$ cat config.mk
export PLATFORM = sky130hd
export DESIGN_NAME = sorted_symbol_insert_unit
export DESIGN_NICKNAME = d
export VERILOG_FILES = /design/src/design/ssi_pkg.sv /design/src/design/sorted_symbol_insert_unit.sv /design/src/design/ssi_cell.sv
export SDC_FILE = /design/constraint.sdc
export NUM_CORES = 1
export LEC_CHECK = 0
export ABC_AREA = 1
export CAP_MARGIN = 20
export CORE_MARGIN = 1
export CORE_UTILIZATION = 50
export CTS_CLUSTER_DIAMETER = 100
export CTS_CLUSTER_SIZE = 14
export DETAILED_ROUTE_END_ITERATION = 16
export DONT_BUFFER_PORTS = 1
export MAX_ROUTING_LAYER = met4
export RECOVER_POWER = 100
export SETUP_SLACK_MARGIN = 0.3
export SLEW_MARGIN = 15
export SYNTH_ARGS = -nofsm -noshare
export SYNTH_HDL_FRONTEND = slang
export SYNTH_SLANG_ARGS = --single-unit
$ cat constraint.sdc
create_clock -name clock -period 10.5 [get_ports clock]
set_clock_uncertainty 0.15 [all_clocks]
set_input_delay 1.575 -clock clock [delete_from_list [all_inputs] [get_ports clock]]
set_output_delay 1.575 -clock clock [all_outputs]
set_load 0.1 [all_outputs]
$ cat src/design/ssi_pkg.sv
// ----------------------------------------------------------------------------
// Sorted symbol insert package
// Shared types and constants for the sorted symbol insert unit and its cells.
// ----------------------------------------------------------------------------
package ssi_pkg;

   localparam int SYM_W = 8;

   typedef logic [SYM_W-1:0] sym_type;

   typedef struct packed {
      logic ins;       // insert the request symbol this cycle
      logic rot;       // rotate the occupied row one place toward cell zero
      logic occupied;  // cell holds a stored symbol
      logic open;      // cell is the first free cell
      logic tail;      // cell holds the last stored symbol
   } ctl_type;

   typedef enum logic [1:0] {
      ST_IDLE = 2'b01,
      ST_EMIT = 2'b10
   } state_type;

endpackage

$ cat src/design/sorted_symbol_insert_unit.sv
// ----------------------------------------------------------------------------
// Sorted symbol insert unit
// Ascending sorted store of byte symbols held in a row of cells.
// ----------------------------------------------------------------------------
// A symbol is taken when start is high and busy is low. In that same edge it
// is placed in the row before the first stored symbol greater than it, or
// dropped if the store already holds CAPACITY symbols. Busy then stays high
// while the whole store is sent out in ascending order, one beat per cycle on
// rsp_valid, with rsp_last on the final beat and rsp_dropped_full on every
// beat of a run whose symbol was dropped. The row rotates one place per cycle
// out through cell zero to send the beats, and no new symbol is taken until the
// run ends. The receiver cannot stall the beats.
module sorted_symbol_insert_unit #(
   parameter int CAPACITY = 16
) (
   input  logic       clock,
   input  logic       reset,
   input  logic       start,
   output logic       busy,
   input  logic [7:0] req_symbol,
   output logic       rsp_valid,
   output logic [7:0] rsp_value,
   output logic       rsp_last,
   output logic       rsp_dropped_full
);

   localparam int CW = $clog2(CAPACITY + 1);
   localparam logic [CW-1:0] CAP_CNT = CW'(CAPACITY);
   localparam logic [CW-1:0] ONE_CNT = CW'(1);

   ssi_pkg::state_type state_ff, state_in;
   logic [CW-1:0]      count_ff, count_in;
   logic [CW-1:0]      idx_ff, idx_in;
   logic               full_ff, full_in;

   ssi_pkg::sym_type   cell_value [CAPACITY];
   logic               cell_gt    [CAPACITY];

   logic accept;
   logic full_now;
   logic last_beat;

   assign accept    = start && !busy;
   assign full_now  = (count_ff == CAP_CNT);
   assign last_beat = (idx_ff == count_ff - ONE_CNT);

   genvar gi;
   generate
      for (gi = 0; gi < CAPACITY; gi++) begin : g_cell
         ssi_pkg::ctl_type ctl;
         ssi_pkg::sym_type prev_value;
         ssi_pkg::sym_type next_value;
         logic             prev_gt;

         assign ctl.ins      = accept && !full_now;
         assign ctl.rot      = (state_ff == ssi_pkg::ST_EMIT);
         assign ctl.occupied = (CW'(gi) < count_ff);
         assign ctl.open     = (CW'(gi) == count_ff);
         assign ctl.tail     = (CW'(gi) == count_ff - ONE_CNT);

         if (gi == 0) begin : g_first
            assign prev_value = cell_value[0];
            assign prev_gt    = 1'b0;
         end else begin : g_rest
            assign prev_value = cell_value[gi-1];
            assign prev_gt    = cell_gt[gi-1];
         end

         if (gi == CAPACITY - 1) begin : g_end
            assign next_value = cell_value[gi];
         end else begin : g_mid
            assign next_value = cell_value[gi+1];
         end

         ssi_cell u_cell (
            .clock      (clock),
            .ctl        (ctl),
            .symbol     (req_symbol),
            .prev_value (prev_value),
            .prev_gt    (prev_gt),
            .next_value (next_value),
            .head_value (cell_value[0]),
            .value      (cell_value[gi]),
            .gt         (cell_gt[gi])
         );
      end
   endgenerate

   always_comb begin
      state_in = state_ff;
      count_in = count_ff;
      idx_in   = idx_ff;
      full_in  = full_ff;
      case (state_ff)
         ssi_pkg::ST_IDLE: begin
            if (accept) begin
               state_in = ssi_pkg::ST_EMIT;
               idx_in   = '0;
               full_in  = full_now;
               if (!full_now) begin
                  count_in = count_ff + ONE_CNT;
               end
            end
         end
         ssi_pkg::ST_EMIT: begin
            idx_in = idx_ff + ONE_CNT;
            if (last_beat) begin
               state_in = ssi_pkg::ST_IDLE;
            end
         end
         default: begin
            state_in = ssi_pkg::ST_IDLE;
         end
      endcase
   end

   always_ff @(posedge clock) begin
      if (reset) begin
         state_ff <= ssi_pkg::ST_IDLE;
         count_ff <= '0;
         idx_ff   <= '0;
         full_ff  <= 1'b0;
      end else begin
         state_ff <= state_in;
         count_ff <= count_in;
         idx_ff   <= idx_in;
         full_ff  <= full_in;
      end
   end

   assign busy             = (state_ff != ssi_pkg::ST_IDLE);
   assign rsp_valid        = (state_ff == ssi_pkg::ST_EMIT);
   assign rsp_value        = cell_value[0];
   assign rsp_last         = rsp_valid && last_beat;
   assign rsp_dropped_full = full_ff;

   a_count_range : assert property (@(posedge clock) disable iff (reset)
      count_ff <= CAP_CNT)
      else $error("Entry count exceeds capacity.");

   a_beat_in_range : assert property (@(posedge clock) disable iff (reset)
      rsp_valid |-> (idx_ff < count_ff))
      else $error("Beat index beyond the stored entries.");

   a_accept_starts_run : assert property (@(posedge clock) disable iff (reset)
      accept |=> (rsp_valid && idx_ff == '0 && count_ff != '0))
      else $error("Accepted symbol did not start a run of beats.");

   a_last_ends_run : assert property (@(posedge clock) disable iff (reset)
      rsp_last |=> !busy)
      else $error("Run continued after its last beat.");

   a_drop_keeps_count : assert property (@(posedge clock) disable iff (reset)
      (accept && full_now) |=> (count_ff == CAP_CNT && full_ff))
      else $error("Dropped symbol changed the store.");

endmodule

$ cat src/design/ssi_cell.sv
// ----------------------------------------------------------------------------
// Sorted symbol insert cell
// One entry of the sorted row: makes room for a new symbol and takes part in
// the rotation that walks the row out through cell zero.
// ----------------------------------------------------------------------------
module ssi_cell (
   input  logic             clock,
   input  ssi_pkg::ctl_type ctl,
   input  ssi_pkg::sym_type symbol,
   input  ssi_pkg::sym_type prev_value,
   input  logic             prev_gt,
   input  ssi_pkg::sym_type next_value,
   input  ssi_pkg::sym_type head_value,
   output ssi_pkg::sym_type value,
   output logic             gt
);

   ssi_pkg::sym_type value_ff;
   ssi_pkg::sym_type value_in;

   assign gt    = ctl.occupied && (value_ff > symbol);
   assign value = value_ff;

   always_comb begin
      value_in = value_ff;
      if (ctl.ins && (gt || ctl.open)) begin
         value_in = prev_gt ? prev_value : symbol;
      end else if (ctl.rot && ctl.occupied) begin
         value_in = ctl.tail ? head_value : next_value;
      end
   end

   always_ff @(posedge clock) begin
      value_ff <= value_in;
   end

endmodule

; ---- Yosys cells after proc, flatten, opt, wreduce, memory -nomap -nowiden
; Cells that the tools add are included.
[classes]
addsub = 3
n_lt_le_gt_ge = 32
n_eq_ne = 38
muxes = 68
n_bitwise = 1
n_reduce_logical = 95
[ops]
columns = operator, n
row1 = 8-bit 2-to-1 mux, 63
row2 = 8-bit > comparator, 16
row3 = 4-bit by 5-bit equality test with 1-bit output (first input constant), 16
row4 = 1-bit logical AND, 51
row5 = 3-bit by 5-bit equality test with 1-bit output (first input constant), 8
row6 = 4-bit by 5-bit < comparator with 1-bit output (first input constant), 8
row7 = 2-bit nonzero test, 18
row8 = 2-bit by 5-bit equality test with 1-bit output (first input constant), 4
row9 = 3-bit by 5-bit < comparator with 1-bit output (first input constant), 4
row10 = 1-bit logical OR, 16
row11 = 5-bit by 1-bit adder with 5-bit output (second input constant), 2
row12 = 1-bit by 5-bit equality test with 1-bit output (first input constant), 2
row13 = 5-bit zero test, 2
row14 = 1-bit by 5-bit < comparator with 1-bit output (first input constant), 2
row15 = 2-bit by 5-bit < comparator with 1-bit output (first input constant), 2
row16 = 5-bit case mux with 2 select lines, 1
row17 = 2-bit AND reduction, 5
row18 = 5-bit equality test, 1
row19 = 5-bit equality test (second input constant), 1
row20 = 5-bit 2-to-1 mux, 1
row21 = 5-bit by 1-bit subtractor with 5-bit output (second input constant), 1
row22 = 2-bit 2-to-1 mux, 2
row23 = 2-bit by 1-bit != test with 1-bit output (second input constant), 2
row24 = 2-bit != test (second input constant), 2
row25 = other kinds (6), 7
[totals]
ff_bits = 141
inputBits = 11
output_inout_bits = 12
wordCells = 257

; ---- Depth between registers and ports, before layout
[logic_depth]
ltp_word = 7
depth_mapped = 15
mapped_depth_nobuf = 14

; ---- Modules after synthesis
; Synthesis repeated with hierarchy kept, for this count alone.
[hier_totals]
cells_unflattened = 1841
hier_area_um2 = 13708.1
[modules_own_cells]
columns = module, instances, cells_per_inst, area_each_um2, seq_area_each_um2
row1 = ssi_cell, 16, 103, 788.3, 240.2
row2 = sorted_symbol_insert_unit, 1, 193, 1096.1, 260.2

; ---- Worst setup path after synthesis
; No wires, ideal clock.
[synth_path]
path_type = input-to-reg
start = input req_symbol[7]
end = register g_cell[3].u_cell.value_ff[0], enable pin
setup_time_ns = 0.384
arrival_time_ns = 3.977
required_ns = 9.966
setup_slack_ns = 5.989
cell_stages = 12
n_path_buf = 2
cell_sequence = clkbuf_1 clkbuf_1 inv_1 ha_1 nand2_1 nor2_1 nand2_1 nand2_1 nand2_1 nand2_1 nand2_2 o21ai_0
[synth_between]
elab_chain_cells = 5
[synth_rtl]
columns = item, line
row1 = from (decl), sorted_symbol_insert_unit.sv:20  ; input logic [7:0] req_symbol,
row2 = 8-bit > comparator, ssi_cell.sv:21  ; assign gt = ctl.occupied && (value_ff > symbol);
row3 = 1-bit logical AND, ssi_cell.sv:21
row4 = 1-bit logical OR, ssi_cell.sv:26  ; if (ctl.ins && (gt || ctl.open)) begin
row5 = 1-bit logical AND, ssi_cell.sv:26
row6 = 2-bit nonzero test (no source line), n/a
row7 = to (signal assigned), ssi_cell.sv:34  ; value_ff <= value_in;
row8 = to (decl), ssi_cell.sv:18  ; ssi_pkg::sym_type value_ff;
; Every way passes these cells.
; A chain may end at the register's enable or synchronous reset.

; ---- Worst setup path after layout
[layout_path]
start = register state_ff[1]
end = output rsp_last
[layout_between]
elab_chain_cells = 2
[layout_rtl]
columns = item, line
row1 = from (decl), sorted_symbol_insert_unit.sv:31  ; ssi_pkg::state_type state_ff, state_in;
row2 = from (signal assigned), sorted_symbol_insert_unit.sv:119  ; state_ff <= ssi_pkg::ST_IDLE;
row3 = from (signal assigned), sorted_symbol_insert_unit.sv:124  ; state_ff <= state_in;
row4 = 2-bit equality test, sorted_symbol_insert_unit.sv:132  ; assign rsp_valid = (state_ff == ssi_pkg::ST_EMIT);
row5 = named net rsp_valid, sorted_symbol_insert_unit.sv:21  ; output logic rsp_valid,
row6 = 1-bit logical AND, sorted_symbol_insert_unit.sv:134  ; assign rsp_last = rsp_valid && last_beat;
row7 = to (decl), sorted_symbol_insert_unit.sv:23  ; output logic rsp_last,
; The timed path passes the listed nets, and every way through them passes these cells.

==> metrics.yaml <==
synthesis:
  synth_area_um2: 13300
  muxShareOfSynthArea_pct: 0
  synth_top_area_cell: "nand2_1"
  synth_edf_count: 128
  ys_seq_area_share_pct: 30.8
  synthSimpleGateAreaFrac_pct: 42.1
  synth_compound_area_share_pct: 9.52
  synth_top_family_by_area: "simple AND/OR/NAND/NOR gates"
  synth_top_cell_area_share_pct: 30.4
  synth_warnings: 0
  async_flop_share_pct: 0
  synth_nets: 2168
  synth-seq-cells: 141
  avgSynthCellArea_um2: 6.59
  synth_cell_type_count: 38
  synthAdderAreaFrac_pct: 12.8
  synthFlopType: "edfxtp_1"
  synth.area.top_cells: "nand2_1 30%, edfxtp_1 29%, ha_1 13%"
  synthesis.instances: 2021
  yosys.area_share.xor_xnor_pct: 0
global_routing:
  antenna_found_initial: 1
  grt_pass1_vias: 12400
  grt-ovfl-total: 0
  grt_max_degree: 33
  grt_pass1_wl_um: 72900
  track_usage_pct: 37.8
clock_network:
  postCtsSetupRepairBufs: 0
  clockRootBuffer: "clkbuf_16"
  holdBufCountCts: 0
  cts_buffer_depth: 2
  cts_tree: "yes"
  clkSinkCount: 141
  h-tree-depth: 4
  clkLatencyLatePin_ns: 0.44
  cts_resized: 0
  numCtsBuffers: 17
  path_clk_slew_ns: 0.06
placement:
  dp.cells: 2308
  post-place-ws_ns: 5.73
  dp_hpwl_um: 33200
  numPortBuffers: 0
  dpl_cell_area_um2: 13600
  gp_congestion: 0.968
timing:
  setup_viol: 0
  rsz0062_at_grt: "false"
  finalHoldViolCount: 0
  slew_viol_final: 141
  finalCritPeriodShare_pct: 56.2
  period_needed_ns: 5.90
  fmax_mhz: 169
  setup_ws_ns: 4.60
  slew_headroom_pct: -98.0
  tns_ns: 0
  max_slew.worst_pin.slew_ns: 2.97
setup_path:
  cp-start-kind: "flip-flop"
  crit_chain: "inv_1, nor2_4, clkbuf_1, inv_1, nor2_1"
  criticalPathCategory: "reg2out"
  worst_path_largest_cell_delay_ns: 1.70
  required_ns: 8.78
  critPathMostFrequentCell: "inv_1"
  crit_path_top_delay_cell: "clkbuf_1"
  crit_buf_inv: 3
  crit_family: "buffers and inverters"
  cp.arrival_ns: 4.18
  end_kind: "primary output"
  worstPathMaxFanout: 13
drt:
  avgViaCountPerCell: 5.73
  drc_errors: 0
  vias: 13400
  wl_um: 49100
  routedWlPerCell_um: 21.0
  dr.pass1.iters: 7
  ant_nets: 0
  drt_iter0_markers: 1510
die:
  core_um2: 26100
  rows: 59
  die_area_um2: 27300
  die_h_um: 165
  initial_core_util_pct: 51.1
  fp.dieW_um: 165
  pin_count: 23
status:
  violations: "capacitance limit, slew limit"
  status: "finished, violations left"
power:
  p_comb_share_pct: 19.9
  powerDensity_nw_per_um2: 119
  p_leak_nw: 6.95
  power.switching_w: 0.000554
  intPower_w: 0.00112
  p_seq_share_pct: 39.0
  swShare_pct: 33.0
  pwr-share-clk_pct: 41.2
  ir_drop_mv: 0.0843
hold_path:
  hp-class: "reg2reg"
cells_and_area:
  areaGrowthSynthToFinish_pct: 6.28
  fin_cells: 2342
  postLayoutCellArea_um2: 14200
  fin_nets: 2142
  drive_gt1_share_pct: 5.43
  diodes: 0
job:
  cap_violations: 12
==> power by group through the flow <==
stage	sequential, W	combinational (W)	clock [W]
finish	0.000654	0.000333	0.000690
global route	0.000653	0.000367	0.000713
CTS	0.000652	0.000328	0.000693
detailed placement	0.000664	0.000327	0
global placement	0.000664	0.000323	0
floorplan	0.000669	0.000231	0
==> worst reg2reg max path, stage by stage (launching register included) <==
cell and delay, ns:
dfxtp_1 0.30, inv_1 0.10, nand2_1 0.58, nor2_1 0.47
nand2_1 1.06, inv_1 1.65, nand3_1 0.61, o211ai_1 0.58
==> stage by stage <==
stage                     power [W]  hold WS, ns  util, %
after floorplan            0.000900        0.306        -
after CTS                   0.00167        0.331     54.5
after global routing        0.00173        0.350     54.3
after detailed placement   0.000991        0.322     52.1
final                       0.00168        0.333     54.3
after global placement     0.000987        0.320     52.1
==> worst paths after layout <==
check | start | endpoint | slack [ns] | depth (start not counted)
worst max-delay path | state_ff[1] | rsp_last | 4.60 | 5
worst min-delay path | idx_ff[4] | idx_ff[4] | 0.33 | 2
worst max register to register | state_ff[1] | g_cell[13].u_cell.value[3] | 4.64 | 7
worst min register to register | idx_ff[4] | idx_ff[4] | 0.33 | 2
==> flip-flops by register name (all words and copies together) (netlist names) <==
register and cells:
idx_ff 5, state_ff 2, rsp_dropped_full 1, g_cell.u_cell.value 128, count_ff 5
==> cells in the final DEF (no fill, tap or decap), drive strengths merged <==
master and count:
buf 2, inv 102, clkinvlp 4, a21boi 1
nor3 3, o21a 2, a211oi 1, clkinv 4
edfxtp 128, o211ai 1, o31ai 1, and2 3
o21bai 2, ha 136, clkbuf 29, a31oi 1
nand4 10, o21ai 124, a21oi 65, nand3 153
a21o 14, bufinv 5, nor2 93, nand2 1110
dfxtp 13
==> per-layer routing <==
| metal | global-route usage, % | part of all wire [%] | up-vias |
|---|---|---|---|
| met2 | 57.0 | 43 | 671 |
| met3 | 8.57 | 10 | 159 |
| li1 | - | - | 6559 |
| met4 | 16.5 | 4.3 | 0 |
| met5 | - | 0 | - |
| met1 | 48.2 | 43 | 6032 |
==> cell usage after synthesis (2+ instances only) <==
cell and number:
a21o_1 14, a21oi_2 9, nor2_1 73, nand4_1 9, clkbuf_1 40, edfxtp_1 128, nand3_2 3, nor2_2 12
buf_1 8, o21a_1 2, a21oi_1 46, a21oi_4 10, nand2_2 28, nor2_4 8, inv_2 11, and2_1 3
nand2_1 1077, nor3_1 2, o21bai_1 2, buf_6 3, clkbuf_2 2, o21ai_1 15, inv_1 89, buf_2 4
dfxtp_1 13, o21ai_0 109, nand2_4 5, ha_1 136, buf_4 2, nand3_1 150
==> final cells by class <==
class / count / area [um2]
inverter: 101 / 379
sequential: 141 / 4100
tap: 335 / 419
fill: 2623 / 11900
clock inverter: 14 / 216
multi-input combinational: 1720 / 8540
timing repair buffer: 14 / 67.6
clock buffer: 17 / 425
==> kinds of logic after synthesis <==
| family | count (synthesis) |
|---|---|
| buffers and inverters | 160 |
| flip-flops | 141 |
| AO/OA/AOI/OAI | 212 |
| AND/OR/NAND/NOR | 1372 |
| adder cells (fa/ha/maj) | 136 |
Note: power is estimated with default switching activity, not from simulation.
